`src/rtl/pesr_pkg.sv`:
```
// Shared constants, opcodes and beat structures for the event queue with slot rotation.
package pesr_pkg;

  // Queue and flash geometry.
  localparam int MAX_RECORDS    = 2;
  localparam int SLOTS_PER_PAGE = 8;

  // Fixed field widths of the ports.
  localparam int OP_W      = 2;
  localparam int ID_W      = 32;
  localparam int PAY_W     = 64;
  localparam int INDEX_W   = 4;
  localparam int COUNT_W   = 5;
  localparam int OUT_SLOT_W = 4;

  // Derived internal widths.
  localparam int CNT_W  = $clog2(MAX_RECORDS + 1);
  localparam int SLOT_W = $clog2(SLOTS_PER_PAGE);

  // Command queue between the front and back parts.
  localparam int CMDQ_DEPTH = 2;
  localparam int CMDQ_PTR_W = $clog2(CMDQ_DEPTH);
  localparam int CMDQ_CNT_W = $clog2(CMDQ_DEPTH + 1);

  typedef enum logic [OP_W-1:0] {
    OP_ENQUEUE = 2'd0,
    OP_REMOVE  = 2'd1,
    OP_CLEAR   = 2'd2,
    OP_GET     = 2'd3
  } op_t;

  // Classified command handed from the front to the back.
  typedef struct packed {
    logic               is_enq;
    logic               is_rem;
    logic               is_clr;
    logic               is_get;
    logic [ID_W-1:0]    evt_id;
    logic [PAY_W-1:0]   payload;
    logic [INDEX_W-1:0] index;
  } cmd_t;

  // One result beat.
  typedef struct packed {
    logic                  ok;
    logic [ID_W-1:0]       assigned_id;
    logic [ID_W-1:0]       read_id;
    logic [PAY_W-1:0]      read_payload;
    logic                  dropped_oldest;
    logic [COUNT_W-1:0]    entry_count;
    logic [ID_W-1:0]       snapshot_generation;
    logic                  snapshot_page;
    logic [OUT_SLOT_W-1:0] snapshot_slot;
    logic                  page_erased;
  } rsp_t;

endpackage

```
`src/rtl/pesr_front.sv`:
```
// Front part: accepts input beats, decodes the opcode and buffers commands in a short queue.
module pesr_front (
  input  logic                           clk,
  input  logic                           rst_n,
  input  logic                           in_push,
  output logic                           in_full,
  input  logic [pesr_pkg::OP_W-1:0]      in_opcode,
  input  logic [pesr_pkg::ID_W-1:0]      in_evt_id,
  input  logic [pesr_pkg::PAY_W-1:0]     in_payload,
  input  logic [pesr_pkg::INDEX_W-1:0]   in_index,
  output logic                           cmd_valid,
  output pesr_pkg::cmd_t                 cmd,
  input  logic                           cmd_ready
);

  pesr_pkg::cmd_t                      cmdq_r [pesr_pkg::CMDQ_DEPTH];
  logic [pesr_pkg::CMDQ_PTR_W-1:0]     wr_ptr_r, wr_ptr_nxt;
  logic [pesr_pkg::CMDQ_PTR_W-1:0]     rd_ptr_r, rd_ptr_nxt;
  logic [pesr_pkg::CMDQ_CNT_W-1:0]     cnt_r, cnt_nxt;
  pesr_pkg::cmd_t                      dec;
  logic                                push_ok;
  logic                                pop_ok;

  // Decode the opcode into one-hot class flags.
  always_comb begin
    dec          = '0;
    dec.evt_id   = in_evt_id;
    dec.payload  = in_payload;
    dec.index    = in_index;
    unique case (pesr_pkg::op_t'(in_opcode))
      pesr_pkg::OP_ENQUEUE: dec.is_enq = 1'b1;
      pesr_pkg::OP_REMOVE:  dec.is_rem = 1'b1;
      pesr_pkg::OP_CLEAR:   dec.is_clr = 1'b1;
      pesr_pkg::OP_GET:     dec.is_get = 1'b1;
      default:              dec.is_get = 1'b0;
    endcase
  end

  // Queue status and handshakes.
  assign in_full   = (cnt_r == pesr_pkg::CMDQ_CNT_W'(pesr_pkg::CMDQ_DEPTH));
  assign cmd_valid = (cnt_r != '0);
  assign cmd       = cmdq_r[rd_ptr_r];
  assign push_ok   = in_push && !in_full;
  assign pop_ok    = cmd_valid && cmd_ready;

  // Pointer and fill count updates.
  always_comb begin
    wr_ptr_nxt = wr_ptr_r;
    rd_ptr_nxt = rd_ptr_r;
    cnt_nxt    = cnt_r;
    if (push_ok) begin
      wr_ptr_nxt = (wr_ptr_r == pesr_pkg::CMDQ_PTR_W'(pesr_pkg::CMDQ_DEPTH - 1)) ?
                   '0 : wr_ptr_r + 1'b1;
    end
    if (pop_ok) begin
      rd_ptr_nxt = (rd_ptr_r == pesr_pkg::CMDQ_PTR_W'(pesr_pkg::CMDQ_DEPTH - 1)) ?
                   '0 : rd_ptr_r + 1'b1;
    end
    if (push_ok && !pop_ok) begin
      cnt_nxt = cnt_r + 1'b1;
    end else if (pop_ok && !push_ok) begin
      cnt_nxt = cnt_r - 1'b1;
    end
  end

  always_ff @(posedge clk) begin
    if (!rst_n) begin
      wr_ptr_r <= '0;
      rd_ptr_r <= '0;
      cnt_r    <= '0;
    end else begin
      wr_ptr_r <= wr_ptr_nxt;
      rd_ptr_r <= rd_ptr_nxt;
      cnt_r    <= cnt_nxt;
    end
  end

  // Command storage needs no reset.
  always_ff @(posedge clk) begin
    if (push_ok) begin
      cmdq_r[wr_ptr_r] <= dec;
    end
  end

endmodule

```
`src/rtl/pesr_back.sv`:
```
// Back part: holds the event queue and snapshot state, executes commands and registers results.
module pesr_back (
  input  logic           clk,
  input  logic           rst_n,
  input  logic           cmd_valid,
  input  pesr_pkg::cmd_t cmd,
  output logic           cmd_ready,
  output logic           rsp_valid,
  output pesr_pkg::rsp_t rsp,
  input  logic           rsp_pop
);

  // Architectural state.
  logic [pesr_pkg::ID_W-1:0]           ids_r  [pesr_pkg::MAX_RECORDS];
  logic [pesr_pkg::PAY_W-1:0]          pays_r [pesr_pkg::MAX_RECORDS];
  logic [pesr_pkg::CNT_W-1:0]          count_r;
  logic [pesr_pkg::ID_W-1:0]           gen_r;
  logic                                page_r;
  logic [pesr_pkg::SLOT_W-1:0]         slot_r;
  logic                                slot_valid_r;
  logic [pesr_pkg::SLOTS_PER_PAGE-1:0] used_r [2];

  // Next values.
  logic [pesr_pkg::ID_W-1:0]           ids_nxt  [pesr_pkg::MAX_RECORDS];
  logic [pesr_pkg::PAY_W-1:0]          pays_nxt [pesr_pkg::MAX_RECORDS];
  logic [pesr_pkg::CNT_W-1:0]          count_nxt;
  logic [pesr_pkg::SLOTS_PER_PAGE-1:0] used_nxt [2];

  // Output register.
  logic           rsp_valid_r;
  pesr_pkg::rsp_t rsp_r, rsp_nxt;

  // Working signals.
  logic                                take;
  logic                                full;
  logic [pesr_pkg::ID_W-1:0]           gen_plus1;
  logic [pesr_pkg::ID_W-1:0]           enq_id;
  logic [pesr_pkg::ID_W-1:0]           enq_ids  [pesr_pkg::MAX_RECORDS];
  logic [pesr_pkg::PAY_W-1:0]          enq_pays [pesr_pkg::MAX_RECORDS];
  logic [pesr_pkg::ID_W-1:0]           rem_ids  [pesr_pkg::MAX_RECORDS];
  logic [pesr_pkg::PAY_W-1:0]          rem_pays [pesr_pkg::MAX_RECORDS];
  logic [pesr_pkg::MAX_RECORDS-1:0]    keep;
  logic [pesr_pkg::CNT_W-1:0]          pos_at [pesr_pkg::MAX_RECORDS];
  logic [pesr_pkg::CNT_W-1:0]          kept;
  logic                                found;
  logic                                get_ok;
  logic [pesr_pkg::ID_W-1:0]           get_id;
  logic [pesr_pkg::PAY_W-1:0]          get_pay;
  logic                                do_save;
  logic [pesr_pkg::SLOT_W:0]           slot_next;
  logic                                stay;
  logic                                tgt_page;
  logic [pesr_pkg::SLOT_W-1:0]         tgt_slot;
  logic                                erase;

  assign take      = cmd_valid && cmd_ready;
  assign cmd_ready = !rsp_valid_r || rsp_pop;
  assign rsp_valid = rsp_valid_r;
  assign rsp       = rsp_r;
  assign full      = (count_r == pesr_pkg::CNT_W'(pesr_pkg::MAX_RECORDS));
  assign gen_plus1 = gen_r + 1'b1;

  // A zero id on enqueue takes generation plus one, skipping zero.
  always_comb begin
    enq_id = cmd.evt_id;
    if (cmd.evt_id == '0) begin
      enq_id = (gen_plus1 == '0) ? pesr_pkg::ID_W'(1) : gen_plus1;
    end
  end

  // Enqueue contents: append, or shift out the oldest when full.
  always_comb begin
    for (int k = 0; k < pesr_pkg::MAX_RECORDS; k++) begin
      enq_ids[k]  = ids_r[k];
      enq_pays[k] = pays_r[k];
      if (!full && (pesr_pkg::CNT_W'(k) == count_r)) begin
        enq_ids[k]  = enq_id;
        enq_pays[k] = cmd.payload;
      end
    end
    if (full) begin
      for (int k = 0; k < pesr_pkg::MAX_RECORDS - 1; k++) begin
        enq_ids[k]  = ids_r[k + 1];
        enq_pays[k] = pays_r[k + 1];
      end
      enq_ids[pesr_pkg::MAX_RECORDS - 1]  = enq_id;
      enq_pays[pesr_pkg::MAX_RECORDS - 1] = cmd.payload;
    end
  end

  // Remove: mark survivors, number them by prefix count and compact them.
  always_comb begin
    found = 1'b0;
    kept  = '0;
    for (int i = 0; i < pesr_pkg::MAX_RECORDS; i++) begin
      keep[i]   = (pesr_pkg::CNT_W'(i) < count_r) && (ids_r[i] != cmd.evt_id);
      found     = found | ((pesr_pkg::CNT_W'(i) < count_r) && (ids_r[i] == cmd.evt_id));
      pos_at[i] = kept;
      if (keep[i]) begin
        kept = kept + 1'b1;
      end
    end
    for (int k = 0; k < pesr_pkg::MAX_RECORDS; k++) begin
      rem_ids[k]  = '0;
      rem_pays[k] = '0;
      for (int i = 0; i < pesr_pkg::MAX_RECORDS; i++) begin
        if (keep[i] && (pos_at[i] == pesr_pkg::CNT_W'(k))) begin
          rem_ids[k]  = ids_r[i];
          rem_pays[k] = pays_r[i];
        end
      end
    end
  end

  // Get: range check and selection by index.
  always_comb begin
    get_ok  = (pesr_pkg::COUNT_W'(cmd.index) < pesr_pkg::COUNT_W'(count_r));
    get_id  = '0;
    get_pay = '0;
    for (int i = 0; i < pesr_pkg::MAX_RECORDS; i++) begin
      if (get_ok && (cmd.index == pesr_pkg::INDEX_W'(i))) begin
        get_id  = ids_r[i];
        get_pay = pays_r[i];
      end
    end
  end

  // Slot rotation: next slot on this page, else slot zero of the other page.
  assign do_save   = cmd.is_enq || cmd.is_clr || (cmd.is_rem && found);
  assign slot_next = {1'b0, slot_r} + 1'b1;
  assign stay      = slot_valid_r &&
                     (slot_next < (pesr_pkg::SLOT_W + 1)'(pesr_pkg::SLOTS_PER_PAGE)) &&
                     !used_r[page_r][slot_next[pesr_pkg::SLOT_W-1:0]];
  assign tgt_page  = stay ? page_r : !page_r;
  assign tgt_slot  = stay ? slot_next[pesr_pkg::SLOT_W-1:0] : '0;
  assign erase     = !stay && used_r[!page_r][0];

  // Next state of the queue and the used-slot map.
  always_comb begin
    for (int k = 0; k < pesr_pkg::MAX_RECORDS; k++) begin
      ids_nxt[k]  = ids_r[k];
      pays_nxt[k] = pays_r[k];
    end
    count_nxt   = count_r;
    used_nxt[0] = used_r[0];
    used_nxt[1] = used_r[1];
    if (cmd.is_enq) begin
      for (int k = 0; k < pesr_pkg::MAX_RECORDS; k++) begin
        ids_nxt[k]  = enq_ids[k];
        pays_nxt[k] = enq_pays[k];
      end
      count_nxt = full ? count_r : count_r + 1'b1;
    end else if (cmd.is_rem && found) begin
      for (int k = 0; k < pesr_pkg::MAX_RECORDS; k++) begin
        ids_nxt[k]  = rem_ids[k];
        pays_nxt[k] = rem_pays[k];
      end
      count_nxt = kept;
    end else if (cmd.is_clr) begin
      for (int k = 0; k < pesr_pkg::MAX_RECORDS; k++) begin
        ids_nxt[k]  = '0;
        pays_nxt[k] = '0;
      end
      count_nxt = '0;
    end
    if (erase) begin
      used_nxt[tgt_page] = pesr_pkg::SLOTS_PER_PAGE'(1);
    end else begin
      used_nxt[tgt_page] = used_r[tgt_page] | (pesr_pkg::SLOTS_PER_PAGE'(1) << tgt_slot);
    end
  end

  // Result beat, showing the state after the operation.
  always_comb begin
    rsp_nxt                     = '0;
    rsp_nxt.ok                  = do_save || (cmd.is_get && get_ok);
    rsp_nxt.assigned_id         = cmd.is_enq ? enq_id : '0;
    rsp_nxt.read_id             = cmd.is_get ? get_id : '0;
    rsp_nxt.read_payload        = cmd.is_get ? get_pay : '0;
    rsp_nxt.dropped_oldest      = cmd.is_enq && full;
    rsp_nxt.entry_count         = pesr_pkg::COUNT_W'(do_save ? count_nxt : count_r);
    rsp_nxt.snapshot_generation = do_save ? gen_plus1 : gen_r;
    rsp_nxt.snapshot_page       = do_save ? tgt_page : page_r;
    rsp_nxt.snapshot_slot       = pesr_pkg::OUT_SLOT_W'(do_save ? tgt_slot : slot_r);
    rsp_nxt.page_erased         = do_save && erase;
  end

  // State registers.
  always_ff @(posedge clk) begin
    if (!rst_n) begin
      for (int k = 0; k < pesr_pkg::MAX_RECORDS; k++) begin
        ids_r[k]  <= '0;
        pays_r[k] <= '0;
      end
      count_r      <= '0;
      gen_r        <= '0;
      page_r       <= 1'b0;
      slot_r       <= '0;
      slot_valid_r <= 1'b0;
      used_r[0]    <= '0;
      used_r[1]    <= '0;
      rsp_valid_r  <= 1'b0;
    end else begin
      if (take && do_save) begin
        for (int k = 0; k < pesr_pkg::MAX_RECORDS; k++) begin
          ids_r[k]  <= ids_nxt[k];
          pays_r[k] <= pays_nxt[k];
        end
        count_r      <= count_nxt;
        gen_r        <= gen_plus1;
        page_r       <= tgt_page;
        slot_r       <= tgt_slot;
        slot_valid_r <= 1'b1;
        used_r[0]    <= used_nxt[0];
        used_r[1]    <= used_nxt[1];
      end
      if (take) begin
        rsp_valid_r <= 1'b1;
      end else if (rsp_pop) begin
        rsp_valid_r <= 1'b0;
      end
    end
  end

  // Result payload register needs no reset.
  always_ff @(posedge clk) begin
    if (take) begin
      rsp_r <= rsp_nxt;
    end
  end

endmodule

```
`src/rtl/persistent_event_queue_slot_rotation_unit.sv`:
```
// Top level of the event queue with two-page snapshot slot rotation.
//
//   channel  | handshake          | beat
//   ---------+--------------------+------------------------------------------------
//   in_      | in_push / in_full  | opcode, evt_id, payload, index
//   out_     | out_pop / out_empty| ok, ids, payload, count, generation, page, slot
//
// A beat is decoded into a two-entry command queue and executed by the back part, whose
// result is registered; one operation per cycle is sustained while results are popped.
// The back part executes only when its result register is free or being popped.
// A stall on the result side fills the command queue, then raises in_full.
// Synchronous active-low reset empties both queues and restores the initial snapshot state.
module persistent_event_queue_slot_rotation_unit (
  input  logic                              clk,
  input  logic                              rst_n,
  input  logic                              in_push,
  output logic                              in_full,
  input  logic [pesr_pkg::OP_W-1:0]         in_opcode,
  input  logic [pesr_pkg::ID_W-1:0]         in_evt_id,
  input  logic [pesr_pkg::PAY_W-1:0]        in_payload,
  input  logic [pesr_pkg::INDEX_W-1:0]      in_index,
  output logic                              out_empty,
  input  logic                              out_pop,
  output logic                              out_ok,
  output logic [pesr_pkg::ID_W-1:0]         out_assigned_id,
  output logic [pesr_pkg::ID_W-1:0]         out_read_id,
  output logic [pesr_pkg::PAY_W-1:0]        out_read_payload,
  output logic                              out_dropped_oldest,
  output logic [pesr_pkg::COUNT_W-1:0]      out_entry_count,
  output logic [pesr_pkg::ID_W-1:0]         out_snapshot_generation,
  output logic                              out_snapshot_page,
  output logic [pesr_pkg::OUT_SLOT_W-1:0]   out_snapshot_slot,
  output logic                              out_page_erased
);

  logic           cmd_valid;
  logic           cmd_ready;
  pesr_pkg::cmd_t cmd;
  logic           rsp_valid;
  pesr_pkg::rsp_t rsp;

  // Front: accept and classify.
  pesr_front u_front (
    .clk        (clk),
    .rst_n      (rst_n),
    .in_push    (in_push),
    .in_full    (in_full),
    .in_opcode  (in_opcode),
    .in_evt_id  (in_evt_id),
    .in_payload (in_payload),
    .in_index   (in_index),
    .cmd_valid  (cmd_valid),
    .cmd        (cmd),
    .cmd_ready  (cmd_ready)
  );

  // Back: execute and hold the result.
  pesr_back u_back (
    .clk      (clk),
    .rst_n    (rst_n),
    .cmd_valid(cmd_valid),
    .cmd      (cmd),
    .cmd_ready(cmd_ready),
    .rsp_valid(rsp_valid),
    .rsp      (rsp),
    .rsp_pop  (out_pop)
  );

  // Result ports.
  assign out_empty               = !rsp_valid;
  assign out_ok                  = rsp.ok;
  assign out_assigned_id         = rsp.assigned_id;
  assign out_read_id             = rsp.read_id;
  assign out_read_payload        = rsp.read_payload;
  assign out_dropped_oldest      = rsp.dropped_oldest;
  assign out_entry_count         = rsp.entry_count;
  assign out_snapshot_generation = rsp.snapshot_generation;
  assign out_snapshot_page       = rsp.snapshot_page;
  assign out_snapshot_slot       = rsp.snapshot_slot;
  assign out_page_erased         = rsp.page_erased;

endmodule

```
`config.mk`:
```
export PLATFORM = sky130hd
export DESIGN_NAME = persistent_event_queue_slot_rotation_unit
export DESIGN_NICKNAME = d
export VERILOG_FILES = /design/src/rtl/pesr_pkg.sv /design/src/rtl/pesr_front.sv /design/src/rtl/pesr_back.sv /design/src/rtl/persistent_event_queue_slot_rotation_unit.sv
export SDC_FILE = /design/constraint.sdc
export NUM_CORES = 1
export LEC_CHECK = 0
export ABC_AREA = 1
export BUFFER_PORTS_ARGS = -buffer_cell sky130_fd_sc_hd__buf_2
export CAP_MARGIN = 20
export CORE_MARGIN = 4
export CORE_UTILIZATION = 55
export DETAILED_ROUTE_END_ITERATION = 12
export GPL_TIMING_DRIVEN = 1
export PLACE_DENSITY_LB_ADDON = 0.05
export SETUP_SLACK_MARGIN = 0.02
export SLEW_MARGIN = 20
export SYNTH_ARGS = -nofsm -noshare
export SYNTH_HDL_FRONTEND = slang
export SYNTH_SLANG_ARGS = --single-unit
```
`constraint.sdc`:
```
create_clock -name clk -period 21.5 [get_ports clk]
set_clock_uncertainty 0.05 [all_clocks]
set_input_delay 2.15 -clock clk [delete_from_list [all_inputs] [get_ports clk]]
set_output_delay 2.15 -clock clk [all_outputs]
set_load 0.01 [all_outputs]
```
After elaboration in Yosys (flattened, before gate mapping). Memories as Yosys holds them, arrays and structs flattened. A register that Yosys moved wholly into a read port is not among the register bits. Cells that the tools add are included.

Memories: 4. Bits in writable memories: 416. Input port bits: 106. Flip-flop bits (word level): 217.

Memory list: u_front.cmdq_r (words 2, width 104, read ports 1, clocked after memory_dff 1, write ports 1, line pesr_front.sv:16) `pesr_pkg::cmd_t cmdq_r [pesr_pkg::CMDQ_DEPTH];`; u_back.pays_r (words 2, width 64, read ports 2, clocked after memory_dff 0, write ports 2, line pesr_back.sv:15) `logic [pesr_pkg::PAY_W-1:0] pays_r [pesr_pkg::MAX_RECORDS];`; u_back.ids_r (words 2, width 32, read ports 2, clocked after memory_dff 0, write ports 2, line pesr_back.sv:14) `logic [pesr_pkg::ID_W-1:0] ids_r [pesr_pkg::MAX_RECORDS];`; u_back.used_r (words 2, width 8, read ports 5, clocked after memory_dff 1, write ports 2, line pesr_back.sv:21) `logic [pesr_pkg::SLOTS_PER_PAGE-1:0] used_r [2];`.

$add $sub $neg: 8. Shift operators: 1. $lt $le $gt $ge: 7. Equal/unequal tests: 12. Reduce and logical (&&, ||, !) cells: 44. Mux-type cells: 68. Bitwise gates (word level): 12.

Operators with widths (count): $mux W64 (13); $mux W128 (4); $mux W32 (12); $eq A32 B32 Y1 (2); $logic_not A32 Y1 (2); $ne A32 B32 Y1 (2); $add A32 B1 Y32 const B (1); $mux W8 (3); $logic_and A1 B1 Y1 (23); $mux W1 (22); $bwmux W16 (1); $mux W16 (1); $mux W2 (8); $and A14 B14 Y14 (1); $not A14 Y14 (1); $demux W8 S1 (1); $eq A2 B2 Y1 const B (4); $logic_not A1 Y1 (8); $or A8 B8 Y8 (1); $shl A1 B3 Y8 const A (1); $or A1 B1 Y1 (7); $logic_not A2 Y1 (3); $mux W3 (2); $reduce_bool A2 Y1 (3); other kinds (20) (26).

Longest topological paths before layout. Gate-level depths: netlist of the first run.

Word-level depth: 15. Mapped depth: 22. Gate-level depth less buffers: 19.

By module. From an unflattened synthesis of the first run, not the netlist that was laid out.

Cells, all modules: 2708. Area, all modules: 28850.2 um^2.

Modules (own cells, without submodules): pesr_back (instances 1, sequential area each 12141.6 um^2, area an instance 20822.5 um^2, cells each 2339); pesr_front (instances 1, sequential area each 6346.1 um^2, area an instance 8023.9 um^2, cells each 368); persistent_event_queue_slot_rotation_unit (instances 1, sequential area each 0.0 um^2, area an instance 3.8 um^2, cells each 1).

Worst setup path before layout of the first run. No wires, ideal clock.

Kind: in2reg. From: input port out_pop. To: memory u_back.ids_r[0][0] in the netlist's numbering, enable pin. Required time: 20.898 ns. Slack: 4.593 ns. Path buffers: 1. Data arrival time: 16.306 ns. Library setup time: 0.552 ns. Stages on the path: 7. Cell sequence: nor2_1 -> a21oi_1 -> nand2_1 -> nand2_1 -> buf_4 -> o21ai_0 -> nor2_1.

RTL lines: start, declared (line persistent_event_queue_slot_rotation_unit.sv:23) `input logic out_pop,`; end, declared (line pesr_back.sv:14).

==> impl_summary.md, run 1 <==
Floorplanning
The number of top-level design ports is 281. The die area is 0.0570 sq mm. The initial utilization of the core area, before any placement, comes to 0.556. The standard cell core area is 0.0527 sq mm. The die is 239 um tall. After floorplanning, the core was divided into 84 placement rows. The die is 239 um wide.

Clock network
The clock root buffer master is sky130_fd_sc_hd__clkbuf_16. TritonCTS built the clock tree. Counting along the longest clock path gives a buffer depth of 3.

Buffers added to address setup during post-CTS repair amount to 0. Clock-pin slew was measured on the worst setup and hold paths at 0.06 ns. TritonCTS created 68 clock buffers.

The number of gates resized after CTS was 0. The clock drives 631 sinks. The number of H-tree branching levels is 3. The number of hold-repair buffers added at the cts stage is 0. For the worst-skew pair, the clock arrives at the later sink with an insertion delay of 0.61 ns.

Setup path
Traced cell by cell, the critical path runs through buf_4 > nand2_1 > nand2_1 > nand2_1 > nand2_1 > nand2_1 > nor2_1 > nand2_1 > nor2_1 > nand3_1 > nand2_1 > nand2_2 > nand2_4 > nand2_1 > nand2_1 > buf_4 > o21ai_0 > nor2_4 > buf_4. The category of cells accounting for the largest share of critical-path delay is simple AND/OR/NAND/NOR gates. The count of buffering cells on the critical path with inverters included is 3. The most frequent cell on the critical path is sky130_fd_sc_hd__nand2_1. Measured in cells, the most critical reg-to-reg path has a length of 19.

STA classifies the critical path endpoint as a flop. STA puts the critical path data required time at 21.67 ns. The endpoint of the lowest-slack register-to-register path is u_back.ids_r[0][10]. In this run the worst path has a maximum fanout of 74.

Across all register-to-register paths, the minimum setup slack is 15.82 ns. The setup path with the least slack is of type flop to flop. STA classifies the critical path startpoint as a flop.

The critical path endpoint is u_back.ids_r[0][10]. The slowest cell on the critical path is sky130_fd_sc_hd__buf_4. In this run the number of cells on the critical path is 19. On the worst path, the slowest cell contributes a delay of 0.66 ns. The signal arrival time at the worst endpoint is 5.86 ns.

Timing
The final setup violation count is 0. The post-route clock period utilization is 0.264. The worst path needs 5.68 ns of the cycle, external delays included. The number of endpoints with negative hold slack in the final report is 0.

The setup TNS after final layout is 0 ns. The hold slack is 0.397 ns. Measured against its own limit, the worst slew margin works out to 0.294.

The max-slew violation count is 0. The measured slew at the worst slew-check pin is 1.06 ns. The timing-limited maximum frequency is 0.176 GHz. Setup repair after global routing left no endpoint under its margin.

Final layout
The layout net count is 3372. The number of filler cells placed in the layout is 4382. The relative area change from synthesis to final layout is 14.1%. The finished layout holds 4004 standard cells, fillers aside. In the final layout, the share of cells above drive strength 1 is 0.132. The most common cell after layout, fill and taps aside is sky130_fd_sc_hd__nand2_1. In the layout the commonest cells are 682 x sky130_fd_sc_hd__nand2_1, 585 x sky130_fd_sc_hd__edfxtp_1, 462 x sky130_fd_sc_hd__inv_1.

Routing
For this run, the detailed router's first-pass iteration total came to 6. The mean number of vias per cell is 5.54. Wires add up to 80100 um. The residual antenna-violating net count after detailed routing is 0. After the first detailed-routing iteration, the DRC count stood at 1981. The average wire length per cell after detail routing is 20.0 um. The routed layout has 22.2k vias. After detailed routing, the number of remaining DRC violations is 0.

Flow run
The number of max-capacitance violations reported is 0.

Synthesis
Yosys mapped a number of flops with a built-in enable equal to 585. The synthesized netlist occupies a cell area of 0.0293 sq mm. Averaged over all synthesized cells, the footprint is 9.67 sq um. In this run, synthesis produced a sequential element count of 631. The most used flip-flop cell after synthesis is sky130_fd_sc_hd__edfxtp_1. The share of the Yosys chip area taken by registers is 0.632. After synthesis, the share of flip-flops with an asynchronous set or reset is 0.

After technology mapping, the gate count stands at 3027. The synthesized netlist contains 40 unique library cells. For this run, the number of Yosys warnings is 0.

Power and ir drop
The maximum vdd ir drop is 0.0899 mV. Of the total power, registers draw 0.440. The net switching power is 1.65 mW.

The total power consumption of the routed design is 4.52 mW. The ratio of total power to cell area is 136 mW/mm^2. The switching share of power is 0.365. The leakage power is 13.8 nW.

The logic gate share of total power is 0.302. The internal power of the cells totals 2.87 mW. The clock share of power is 0.258.

Worst hold path
The worst hold path belongs to the class flop to flop.

Global routing
The global-route total usage across every layer is 0.277. The first global-routing pass estimated 122000 um of wire. The total overflow reported by the global router is 0.

Entering global routing, the biggest net connects 103 pins. The number of antenna violations at the first check in global routing was 17. The via count of the first global-routing pass is 21.3k.

Placed design
The HPWL after detailed placement is 51800 um. After detailed placement, the design holds a cell count of 3875. The number of port buffers is 276.

The placer congestion estimate is 1.00.

Outcome
The run finished with clean final reports.
[tightest hold or removal path: stages (launching register included)]
cell,delay [ns]
sky130_fd_sc_hd__dfxtp_1,0.31
sky130_fd_sc_hd__nand2_1,0.05
sky130_fd_sc_hd__nand2_1,0.04
[cell families (layout without fill, tap and decap cells)]
kind of cell / after synthesis / count (layout) / synth area share
other cells: 1 / 8 / 0.000128
simple gates: 1331 / 1331 / 0.186
compound gates: 353 / 353 / 0.0660
flops: 631 / 631 / 0.632
fa+ha+maj: 9 / 9 / 0.00385
mux: 65 / 65 / 0.0222
buf+inv: 619 / 901 / 0.0844
xor+xnor: 18 / 18 / 0.00539
[flip-flops by register name, summed over array words and instances, names as in the netlist, named ones only]
name and flops:
u_front.wr_ptr_r 1, u_back.slot_r 3, u_back.rsp 169, u_back.slot_valid_r 1
u_back.rsp_valid 1, u_back.used_r 16, u_back.pays_r 128, u_front.rd_ptr_r 1
u_back.page_r 1, u_front.cmdq_r 208, u_back.count_r 2, u_back.ids_r 64
u_back.gen_r 32, u_front.cnt_r 2
[worst min-delay path by stage]
stage / slack [ns] / depth (start not counted) / start / end
after floorplan: 0.37 / 2 / u_back.slot_valid_r / u_back.slot_valid_r
after global placement: 0.38 / 2 / u_back.slot_valid_r / u_back.slot_valid_r
after detailed placement: 0.39 / 2 / u_back.slot_valid_r / u_back.slot_valid_r
after CTS: 0.40 / 2 / u_back.slot_valid_r / u_back.slot_valid_r
after global routing: 0.41 / 1 / u_front.rd_ptr_r / u_front.rd_ptr_r
final: 0.40 / 2 / u_back.slot_valid_r / u_back.slot_valid_r
[metrics by stage]
| step | cell area [sq um] | util | setup slack, ns |
|---|---|---|---|
| after global placement | 31100 | 0.591 | 16.06 |
| after floorplan | 29300 | - | 4.59 |
| after detailed placement | 31100 | 0.591 | 15.93 |
| after global routing | 33400 | 0.634 | 15.41 |
| final | 33400 | 0.634 | 15.82 |
| after CTS | 33400 | 0.634 | 15.90 |
[Yosys cell counts (2+ instances only)]
cell type                  instances  area share
sky130_fd_sc_hd__nor3_1           10      0.0017
sky130_fd_sc_hd__nand2_2           4     0.00086
sky130_fd_sc_hd__buf_6             7      0.0027
sky130_fd_sc_hd__buf_2            28      0.0048
sky130_fd_sc_hd__inv_1           462       0.059
sky130_fd_sc_hd__nand4_1          15      0.0032
sky130_fd_sc_hd__buf_1            14      0.0018
sky130_fd_sc_hd__nor4_1            2     0.00043
sky130_fd_sc_hd__nand2_1         683       0.088
sky130_fd_sc_hd__mux2i_1          65       0.022
sky130_fd_sc_hd__inv_2             6     0.00077
sky130_fd_sc_hd__buf_4            14      0.0036
sky130_fd_sc_hd__edfxtp_1        585        0.60
sky130_fd_sc_hd__nand3_1         273       0.047
sky130_fd_sc_hd__ha_1              9      0.0038
sky130_fd_sc_hd__o22ai_1         115       0.025
sky130_fd_sc_hd__clkbuf_1         86       0.011
sky130_fd_sc_hd__dfxtp_1          46       0.031
sky130_fd_sc_hd__o221ai_1          2     0.00060
sky130_fd_sc_hd__or2_2             2     0.00043
sky130_fd_sc_hd__o21ai_1           4     0.00068
sky130_fd_sc_hd__xor2_1           17      0.0051
sky130_fd_sc_hd__o21ai_0         170       0.029
sky130_fd_sc_hd__o211ai_1          2     0.00051
sky130_fd_sc_hd__a21oi_1          56      0.0096
sky130_fd_sc_hd__nor2_1          336       0.043
[final cells by class]
cell class                      instances  area [sq um]  share of cell area
Multi-Input combinational cell       1780          8410               0.252
Tap cell                              688           861              0.0258
Antenna cell                            4          10.0            0.000300
Clock buffer                           86          1810              0.0542
Inverter                              470          1770              0.0531
Timing Repair Buffer                  306          1610              0.0481
Sequential cell                       631         18500               0.554
Clock inverter                         39           414              0.0124
[power by group through the flow]
| stage | Sequential [mW] | Clock (mW) | Combinational (mW) |
|---|---|---|---|
| global route | 2.02 | 1.25 | 1.51 |
| floorplan | 2.13 | 0 | 0.813 |
| detailed placement | 2.01 | 0 | 1.36 |
| global placement | 2.00 | 0 | 1.34 |
| CTS | 1.99 | 1.19 | 1.37 |
| finish | 1.99 | 1.17 | 1.36 |
[per-layer routing]
metal / GRT usage / routed length, um / vias to the layer above
li1: - / - / 10500
met5: 0 / 172 / -
met4: 0.119 / 3470 / 28
met1: 0.368 / 32300 / 10500
met3: 0.0583 / 6350 / 198
met2: 0.446 / 37800 / 917
(Power assumes the default switching activity.)
==> run 2, diff against run 1 <==
==> constraint.sdc (replaced) <==
create_clock -name clk -period 5.7 [get_ports clk]
set_clock_uncertainty 0.05 [all_clocks]
set_input_delay 0.57 -clock clk [delete_from_list [all_inputs] [get_ports clk]]
set_output_delay 0.57 -clock clk [all_outputs]
set_load 0.01 [all_outputs]
==> run 2 against run 1 <==
Against the previous run:
- wire length up 2.5%
- power rose to 3.8 times the previous value
- final cell count about the same
- fmax grew 32%
- sequential cell count stayed put
- critical path depth unchanged
- via count increased by 0.55%
- first-iteration DRC count up 11%
- register-to-register slack lost 14 ns
- non-clock buffer count up 4
- sequential power rose to 3.8 times the previous value
==> impl_summary.md, run 2 (synthesis gave the netlist of run 1 again) <==
Final layout
Relative to the synthesized area, the layout overhead comes to 14.5%. The share of layout cells above drive strength 1 is 0.135 (+0.00306). Leaving out fill and tap cells, the most frequent cells in the layout are 681 x sky130_fd_sc_hd__nand2_1, 585 x sky130_fd_sc_hd__edfxtp_1, 462 x sky130_fd_sc_hd__inv_1. The area of the multi-input gates is 0.00843 sq mm (+0.25%). The layout net count is 3376 (+0.12%).

The total non-filler cell area in the finished layout is 0.0335 sq mm (+0.38%). The register bank with the most flops is u_front.cmdq_r. The number of filler cells placed in the layout was 4295 (-2.0%). The sequential cell area in the final layout is 0.0185 sq mm (unchanged).

Leaving out fill and tap cells, the most frequent cell in the layout is sky130_fd_sc_hd__nand2_1. The number of flip-flops in the largest register is 208 (unchanged).

Clock network
The clock tree from TritonCTS is yes. The total clock buffers created by CTS came to 68 (unchanged). The TritonCTS sink count is 631 (unchanged).

The number of buffers inserted to repair setup after CTS is 0 (unchanged). The number of H-tree branching levels came to 3 (unchanged). The number of hold-repair buffers added at the cts stage came to 0 (unchanged). The clock-pin slew on the worst setup and hold paths is 0.06 ns (about the same). The number of cells upsized or downsized after cts is 0 (unchanged).

The insertion delay of the later-clocked pin in the worst-skew pair was 0.61 ns (about the same). The number of buffers on the longest clock path is 3 (unchanged). The clock root buffer master is sky130_fd_sc_hd__clkbuf_16.

Outcome
The run finished with clean final reports.

Global routing
The via count of the first global-routing pass was 21.5k (+0.94%). The total overflow reported by the global router came to 0 (unchanged). The global-route total usage across every layer came to 0.284 (+0.00716).

The number of antenna violations at the first check in global routing is 13 (-4). The first-pass GRT wire length is 125000 um (+2.1%). The pin count of the biggest net entering global routing is 109 (+5.8%).

The met1 demand-to-capacity share in global routing is 0.384 (+0.0155). The met2 capacity usage during global routing is 0.469 (+0.0231). The global routing stage identified its most utilized layer as met2.

The met3 usage was 0.0510 (-0.00727).

Timing
The final period demand of the worst path is 4.30 ns (-1.39 ns). Setup repair after global routing left no endpoint under its margin. The final setup violation count is 0 (unchanged). The number of endpoints with negative hold slack in the final report is 0 (unchanged). The hold slack is 0.0954 ns (-0.302 ns). The max-slew violation count is 0 (unchanged).

The post-route clock period utilization is 0.754 (+0.490). The relative max-transition margin is 0.275 (-0.0195). The timing-limited maximum frequency came to 0.233 GHz (+32%). The measured slew at the worst slew-check pin is 1.09 ns (+0.0293 ns).

Setup path
The critical path data required time was 5.91 ns (-15.76 ns). The number of cell instances on the worst register-to-register path is 19 (unchanged). The signal arrival time at the worst endpoint is 4.51 ns (-1.35 ns). The critical path endpoint is u_back.pays_r[0][126]. The worst setup path is captured at a flop. The maximum net fanout on the critical path is 54 (-27%). The worst setup path is launched from a flop. The worst register-to-register path ends at u_back.pays_r[0][126]. The setup slack of the most critical reg-to-reg path is 1.40 ns (-14.41 ns). The setup path with the least slack is of type flop to flop.

Power and ir drop
The maximum vdd ir drop is 0.789 mV (+780%). The logic gate share of total power is 0.304 (+0.002). The ratio of total power to cell area is 512 mW/mm^2 (+280%). The switching share of power is 0.366 (+0.00103). The clock share of power is 0.258 (about the same). The internal power is 10.9 mW (+280%). The register share of total power is 0.438 (-0.002). The leakage power came to 13.8 nW (+0.52%). The net switching power is 6.28 mW (+280%). The total power consumption of the routed design is 17.2 mW (+280%).

Routing
The mean number of vias per cell is 5.57 (+0.65%). The number of DRC markers after the initial detailed-route iteration is 2203 (+11%). The routed via count is 22.3k (+0.55%). The total length of routed wires is 82200 um (+2.5%). The residual DRC count is 0 (unchanged). The residual antenna-violating net count after detailed routing is 0 (unchanged). The number of detailed-routing iterations run before antenna repair was 6 (unchanged). The average wire length per cell after detail routing came to 20.5 um (+2.6%).

Placed design
The number of port buffers is 276 (unchanged). The placer congestion estimate is 0.970 (-3.1%). The placed cell area is 0.0313 sq mm (+0.40%). The detailed placement HPWL is 53200 um (+2.7%).

Floorplanning
The standard cell core area is 0.0527 sq mm (unchanged). The die boundary height was 239 um (unchanged). The die area was 0.0570 sq mm (unchanged).

The overall die width is 239 um (unchanged). The effective utilization at floorplan is 0.556 (unchanged). The total number of placement rows is 84 (unchanged). The number of top-level design ports is 281 (unchanged).

Worst hold path
The worst hold path class is input port to flop.

Flow run
The number of max-capacitance violations reported was 0 (unchanged).
[run 2: power by group through the flow]
stage / Clock (mW) / Sequential (mW) / Combinational (mW)
floorplan: 0 / 7.79 / 3.09
global placement: 0 / 7.55 / 5.13
detailed placement: 0 / 7.59 / 5.22
CTS: 4.50 / 7.51 / 5.24
global route: 4.71 / 7.63 / 5.75
finish: 4.44 / 7.51 / 5.21
[run 2: worst max-delay path: stages, from the launching register on]
cell                      delay [ns]
sky130_fd_sc_hd__dfxtp_4        0.86
sky130_fd_sc_hd__inv_6          0.37
sky130_fd_sc_hd__nand2_1        0.23
sky130_fd_sc_hd__nand2_1        0.10
sky130_fd_sc_hd__nand2_1        0.08
sky130_fd_sc_hd__nand2_1        0.06
sky130_fd_sc_hd__inv_1          0.07
sky130_fd_sc_hd__nand2_1        0.05
sky130_fd_sc_hd__nor2_1         0.09
sky130_fd_sc_hd__nand2_1        0.10
sky130_fd_sc_hd__nor2_1         0.18
sky130_fd_sc_hd__nand3_1        0.10
sky130_fd_sc_hd__nand2_1        0.12
sky130_fd_sc_hd__nand2_2        0.13
sky130_fd_sc_hd__nand2_4        0.11
sky130_fd_sc_hd__nand2_1        0.11
sky130_fd_sc_hd__nor2_1         0.13
sky130_fd_sc_hd__o21ai_0        0.15
sky130_fd_sc_hd__nand2_4        0.36
sky130_fd_sc_hd__buf_12         0.37
[run 2: cell type report]
type                            instances  area share
Antenna cell                            1   0.0000747
Clock buffer                           79      0.0538
Clock inverter                         41      0.0127
Inverter                              470      0.0528
Multi-Input combinational cell       1780       0.252
Sequential cell                       631       0.552
Tap cell                              688      0.0257
Timing Repair Buffer                  310      0.0512
[run 2: metrics by stage]
stage / utilization / worst slack (ns) / instances / setup TNS (ns)
after floorplan: - / -0.545 / 3030 / -52.36
after global placement: 0.594 / 1.55 / 3879 / 0
after detailed placement: 0.594 / 1.48 / 3879 / 0
after CTS: 0.636 / 1.45 / 3999 / 0
after global routing: 0.636 / 1.04 / 4000 / 0
final: 0.636 / 1.40 / 4000 / 0
[run 2: worst min path at each step]
stage               cells after the start  slack, ns                 from                     to
global placement                        1       0.38     u_front.rd_ptr_r                   flop
CTS                                     1       0.07       in_payload[50]  u_front.cmdq_r[1][54]
floorplan                               2       0.37  u_back.slot_valid_r    u_back.slot_valid_r
finish                                  1        0.1       in_payload[42]  u_front.cmdq_r[1][46]
global route                            1       0.08          in_index[3]   u_front.cmdq_r[1][3]
detailed placement                      1       0.39     u_front.rd_ptr_r                   flop
[run 2: routing by layer]
metal | vias to the layer above | wire length [um]
met2 | 965 | 39900
met3 | 188 | 6200
li1 | 10500 | -
met1 | 10600 | 33100
met5 | - | 127
met4 | 18 | 2870
==> run 3, diff against run 2 <==
--- a/config.mk
+++ b/config.mk
@@ -5,11 +5,11 @@
 export SDC_FILE = /design/constraint.sdc
 export NUM_CORES = 1
 export LEC_CHECK = 0
-export ABC_AREA = 1
+export ABC_AREA = 0
 export BUFFER_PORTS_ARGS = -buffer_cell sky130_fd_sc_hd__buf_2
 export CAP_MARGIN = 20
 export CORE_MARGIN = 4
-export CORE_UTILIZATION = 55
+export CORE_UTILIZATION = 53
 export DETAILED_ROUTE_END_ITERATION = 12
 export GPL_TIMING_DRIVEN = 1
 export PLACE_DENSITY_LB_ADDON = 0.05
==> constraint.sdc (replaced) <==
create_clock -name clk -period 3.6 [get_ports clk]
set_clock_uncertainty 0.05 [all_clocks]
set_input_delay 0.36 -clock clk [delete_from_list [all_inputs] [get_ports clk]]
set_output_delay 0.36 -clock clk [all_outputs]
set_load 0.01 [all_outputs]
==> run 3 against run 2 <==
Against the previous run:
- register-to-register slack worse by 1.4 ns
- critical path type unchanged
- count of clock-buffer cells in the layout is 4 higher
- via count is 15% lower
- combinational power is 52% higher
- final cell count is 17% lower
- largest cell class unchanged
- first-iteration DRC count is 22% lower
- non-clock buffer count is 226 higher
- core utilization is 3.0 points higher
- fmax is 20% higher
- synthesized area is 6.2% lower
==> impl_summary.md, run 3 <==
Outcome
The flow ran to the end, and the final reports show no timing, DRC or antenna violations.

Timing
The hold slack is 0.0391 ns (-0.0563 ns). The relative max-transition margin is 0.387 (+0.112). The number of endpoints with negative hold slack in the final report is 0 (unchanged).

The final period demand of the worst path is 3.57 ns (-0.724 ns). The final setup violation count is 0 (unchanged). The max-slew violation count came to 0 (unchanged). The timing-limited maximum frequency is 0.280 GHz (+20%). The post-route clock period utilization is 0.993 (+0.239).

Setup repair after global routing could not meet its margin everywhere. The measured slew at the worst slew-check pin was 0.919 ns (-0.169 ns).

Global routing
The most congested layer reported by global routing is met2. The number of antenna violations at the first check in global routing is 6 (-7). The pin count of the biggest net entering global routing is 117 (+7.3%). The met1 demand-to-capacity share in global routing is 0.356 (-0.0273). The met3 usage is 0.0489 (-0.00214).

The global-route total usage across every layer is 0.264 (-0.0205). The first-pass GRT wire length came to 112000 um (-10%). The met2 capacity usage during global routing is 0.433 (-0.0357). The total overflow reported by the global router is 0 (unchanged). The via count of the first global-routing pass came to 18.4k (-14%).

Synthesis
The mean area per synthesized cell is 13.0 sq um (+34%). The cell accounting for the most synthesized area is sky130_fd_sc_hd__edfxtp_1. The most used flip-flop cell after synthesis is sky130_fd_sc_hd__edfxtp_1. The number of warning messages in the yosys log is 0 (unchanged). Among all cell types in the netlist, the one instantiated most often is sky130_fd_sc_hd__edfxtp_1. The register area share after synthesis is 0.674 (+0.0419).

The number of flops mapped to enable cells by yosys is 585 (unchanged). The number of instances in the synthesized netlist is 2117 (-30%). The number of flip-flops and latches in the synthesized netlist is 631 (unchanged). The summed instance area of the synthesized netlist is 0.0274 sq mm (-6.2%). The portion of synthesized cell area occupied by the leading cell type is 0.640 (+0.0398). Ranked by total cell area, the synthesized netlist is headed by sky130_fd_sc_hd__edfxtp_1 64%, sky130_fd_sc_hd__nand2_1 3.5%, sky130_fd_sc_hd__dfxtp_1 3.4%. The number of distinct library cell variants in the gate-level netlist after synthesis is 69 (+73%). Sorting the synthesized cells by how often they occur yields 585 x sky130_fd_sc_hd__edfxtp_1, 258 x sky130_fd_sc_hd__nand2_1, 174 x sky130_fd_sc_hd__nor2_1, 135 x sky130_fd_sc_hd__a21oi_1, 104 x sky130_fd_sc_hd__clkbuf_1. The share of async-settable or async-resettable flops after synthesis was 0 (unchanged).

Placed design
The detailed placement HPWL came to 50400 um (-5.4%). The number of port buffers is 276 (unchanged). The placed cell area was 0.0306 sq mm (-2.1%). The placer congestion estimate was 0.921 (-5.1%). The total placed cells including tap cells was 3060 (-21%).

Worst hold path
The startpoint identified for the worst hold timing path is in_opcode[1]. The worst hold path terminates at u_front.cmdq_r[1][103]. The worst hold path stage count is 2 (+1). The min-delay analysis places its worst path in the category input port to flop.

Final layout
The most common cell after layout, fill and taps aside is sky130_fd_sc_hd__edfxtp_1. The relative area change from synthesis to final layout is 24.6%. The final standard cell count with taps included and fillers excluded is 3308 (-17%). The number of flip-flops in the largest register was 208 (unchanged). The share of layout cells above drive strength 1 came to 0.229 (+0.0933).

The top cell types in the final layout, fill and taps aside, are 585 x sky130_fd_sc_hd__edfxtp_1, 276 x sky130_fd_sc_hd__buf_2, 258 x sky130_fd_sc_hd__nand2_1. The final core utilization is 0.666 (+0.0302). The layout net count is 2688 (-20%). The register with the most flip-flops in the final layout is u_front.cmdq_r. The number of filler cells placed in the layout is 3845 (-10%).

The total non-filler cell area in the finished layout is 0.0342 sq mm (+2.0%).

Clock network
The insertion delay of the later-clocked pin in the worst-skew pair is 0.61 ns (about the same). The total clock buffers created by CTS came to 66 (-2.9%). The number of H-tree branching levels is 3 (unchanged). TritonCTS built the clock tree.

The TritonCTS sink count was 631 (unchanged). The number of buffers on the longest clock path came to 3 (unchanged). The clock root buffer master is sky130_fd_sc_hd__clkbuf_16. The clock-pin slew on the worst setup and hold paths is 0.06 ns (about the same).

Setup path
The stage delay of the slowest cell on the critical path came to 0.41 ns (-0.45 ns). The setup slack of the most critical reg-to-reg path is 0.03 ns (-1.38 ns). The endpoint of the lowest-slack register-to-register path is u_back.ids_r[0][25]. The category of cells accounting for the largest share of critical-path delay is simple AND/OR/NAND/NOR gates. The number of cell instances on the worst register-to-register path is 14 (-5).

The slowest stage of the critical path belongs to the cell sky130_fd_sc_hd__dfxtp_4. The path type of the worst setup path is flop to flop. The signal arrival time at the worst endpoint is 3.87 ns (-0.64 ns). The startpoint class of the critical path is a flop. The count of buffering cells on the critical path with inverters included is 4 (+1). The most numerous cell type found on the critical path is sky130_fd_sc_hd__buf_12.

The critical path data required time is 3.89 ns (-2.02 ns). The worst setup path is captured at a flop. The critical path goes through buf_12 > mux2i_4 > xnor2_1 > nor4_1 > buf_4 > nand4_1 > nor2_2 > or2_4 > ha_1 > or3b_4 > a211oi_2 > o21ai_4 > buf_12 > buf_12. The maximum net fanout on the critical path was 21 (-61%).

Floorplanning
The die area is 0.0555 sq mm (-2.6%). The effective utilization at floorplan was 0.535 (-0.0208). The overall die width came to 236 um (-1.3%). The standard cell core area is 0.0513 sq mm (-2.6%). The total number of placement rows is 83 (-1.2%). The die boundary height is 236 um (-1.3%).

The number of top-level design ports is 281 (unchanged).

Routing
The number of detailed-routing iterations run before antenna repair is 5 (-1). The number of DRC markers after the initial detailed-route iteration is 1728 (-22%). The residual DRC count was 0 (unchanged). The mean number of vias per cell is 5.70 (+2.2%).

The residual antenna-violating net count after detailed routing was 0 (unchanged). The routed via count came to 18.8k (-15%). The total length of routed wires is 75600 um (-8.0%). The average wire length per cell after detail routing is 22.9 um (+11%).

Power and ir drop
The leakage power is 13.0 nW (-6.2%). The ratio of total power to cell area is 762 mW/mm^2 (+49%). The maximum vdd ir drop is 0.463 mV (-41%).

Flow run
The number of max-capacitance violations reported is 0 (unchanged).
run 3: changes by cell type after synthesis, moves of 22 or more:
cell and delta:
sky130_fd_sc_hd__o22ai_1 -113, sky130_fd_sc_hd__nand2_1 -425, sky130_fd_sc_hd__nand3_1 -254, sky130_fd_sc_hd__and2_1 +32, sky130_fd_sc_hd__nor2_1 -162, sky130_fd_sc_hd__or4_1 +22
sky130_fd_sc_hd__nor4_1 +27, sky130_fd_sc_hd__xnor2_1 +100, sky130_fd_sc_hd__o21ai_0 -129, sky130_fd_sc_hd__nor3_1 +80, sky130_fd_sc_hd__a21oi_1 +79, sky130_fd_sc_hd__a21o_1 +64
sky130_fd_sc_hd__inv_1 -447
run 3: routing by layer:
metal | up-vias | wire (um)
li1 | 8712 | -
met1 | 9243 | 31200
met2 | 745 | 36800
met3 | 136 | 5140
met4 | 4 | 2380
met5 | - | 27
run 3: final cells by class:
class                      instances  area [sq um]  share of cell area
antenna                            3          7.51            0.000220
clock buffer                      83          1770              0.0517
clock inverter                    37           333             0.00973
inverter                          16          67.6             0.00198
multi-input combinational       1322          8530               0.249
sequential                       631         18500               0.541
tap                              680           851              0.0249
timing repair buffer             536          4140               0.121
run 3: power breakdown:
part           leakage, nW  total (mW)  internal (mW)  switching, mW
sequential            6.18        11.5           10.5          0.937
combinational         5.75        7.90           3.02           4.88
clock                 1.02        6.67           3.86           2.80
total                 13.0        26.0           17.4           8.63
run 3: stage by stage:
stage	setup TNS, ns	setup slack, ns	power (mW)
2_1_floorplan	-219.71	-1.57	15.8
3_3_place_gp	-2.20	-0.0266	18.9
3_5_place_dp	-13.62	-0.104	19.0
4_1_cts	0	0.0105	26.0
5_1_grt	-1.10	-0.0306	27.2
6_report	0	0.0256	26.0
run 3: timing repair:
action,CTS,global route
setup endpoints to repair,189,191
gates resized for setup,10,12
buffers inserted,8,8
pin swaps,6,19
hold endpoints to repair,202,0
hold buffers,101,0
gates cloned,2,6
run 3: cells by family (layout without fill, tap and decap cells):
group	after synthesis	count (layout)	share of synthesized area
and+or+nand+nor	700	700	0.119
DFF	631	631	0.674
AOI/OAI and AO/OA	359	359	0.0844
buffers and inverters	167	672	0.0258
xor gates and xnor gates	136	136	0.0434
muxes	114	114	0.0497
adders and majority gates	9	9	0.00410
other	1	7	0.000137
run 3: how the worst max path moves through the flow:
stage	startpoint	endpoint	slack (ns)	cells past startpoint
after detailed placement	flop	u_back.pays_r[0][82]	-0.10	13
after CTS	flop	u_back.pays_r[0][76]	0.01	13
after global routing	flop	u_back.pays_r[0][118]	-0.03	16
final	flop	u_back.ids_r[0][25]	0.03	14
after floorplan	flop	u_back.ids_r[0][32]	-1.57	11
after global placement	flop	u_back.pays_r[0][109]	-0.03	13
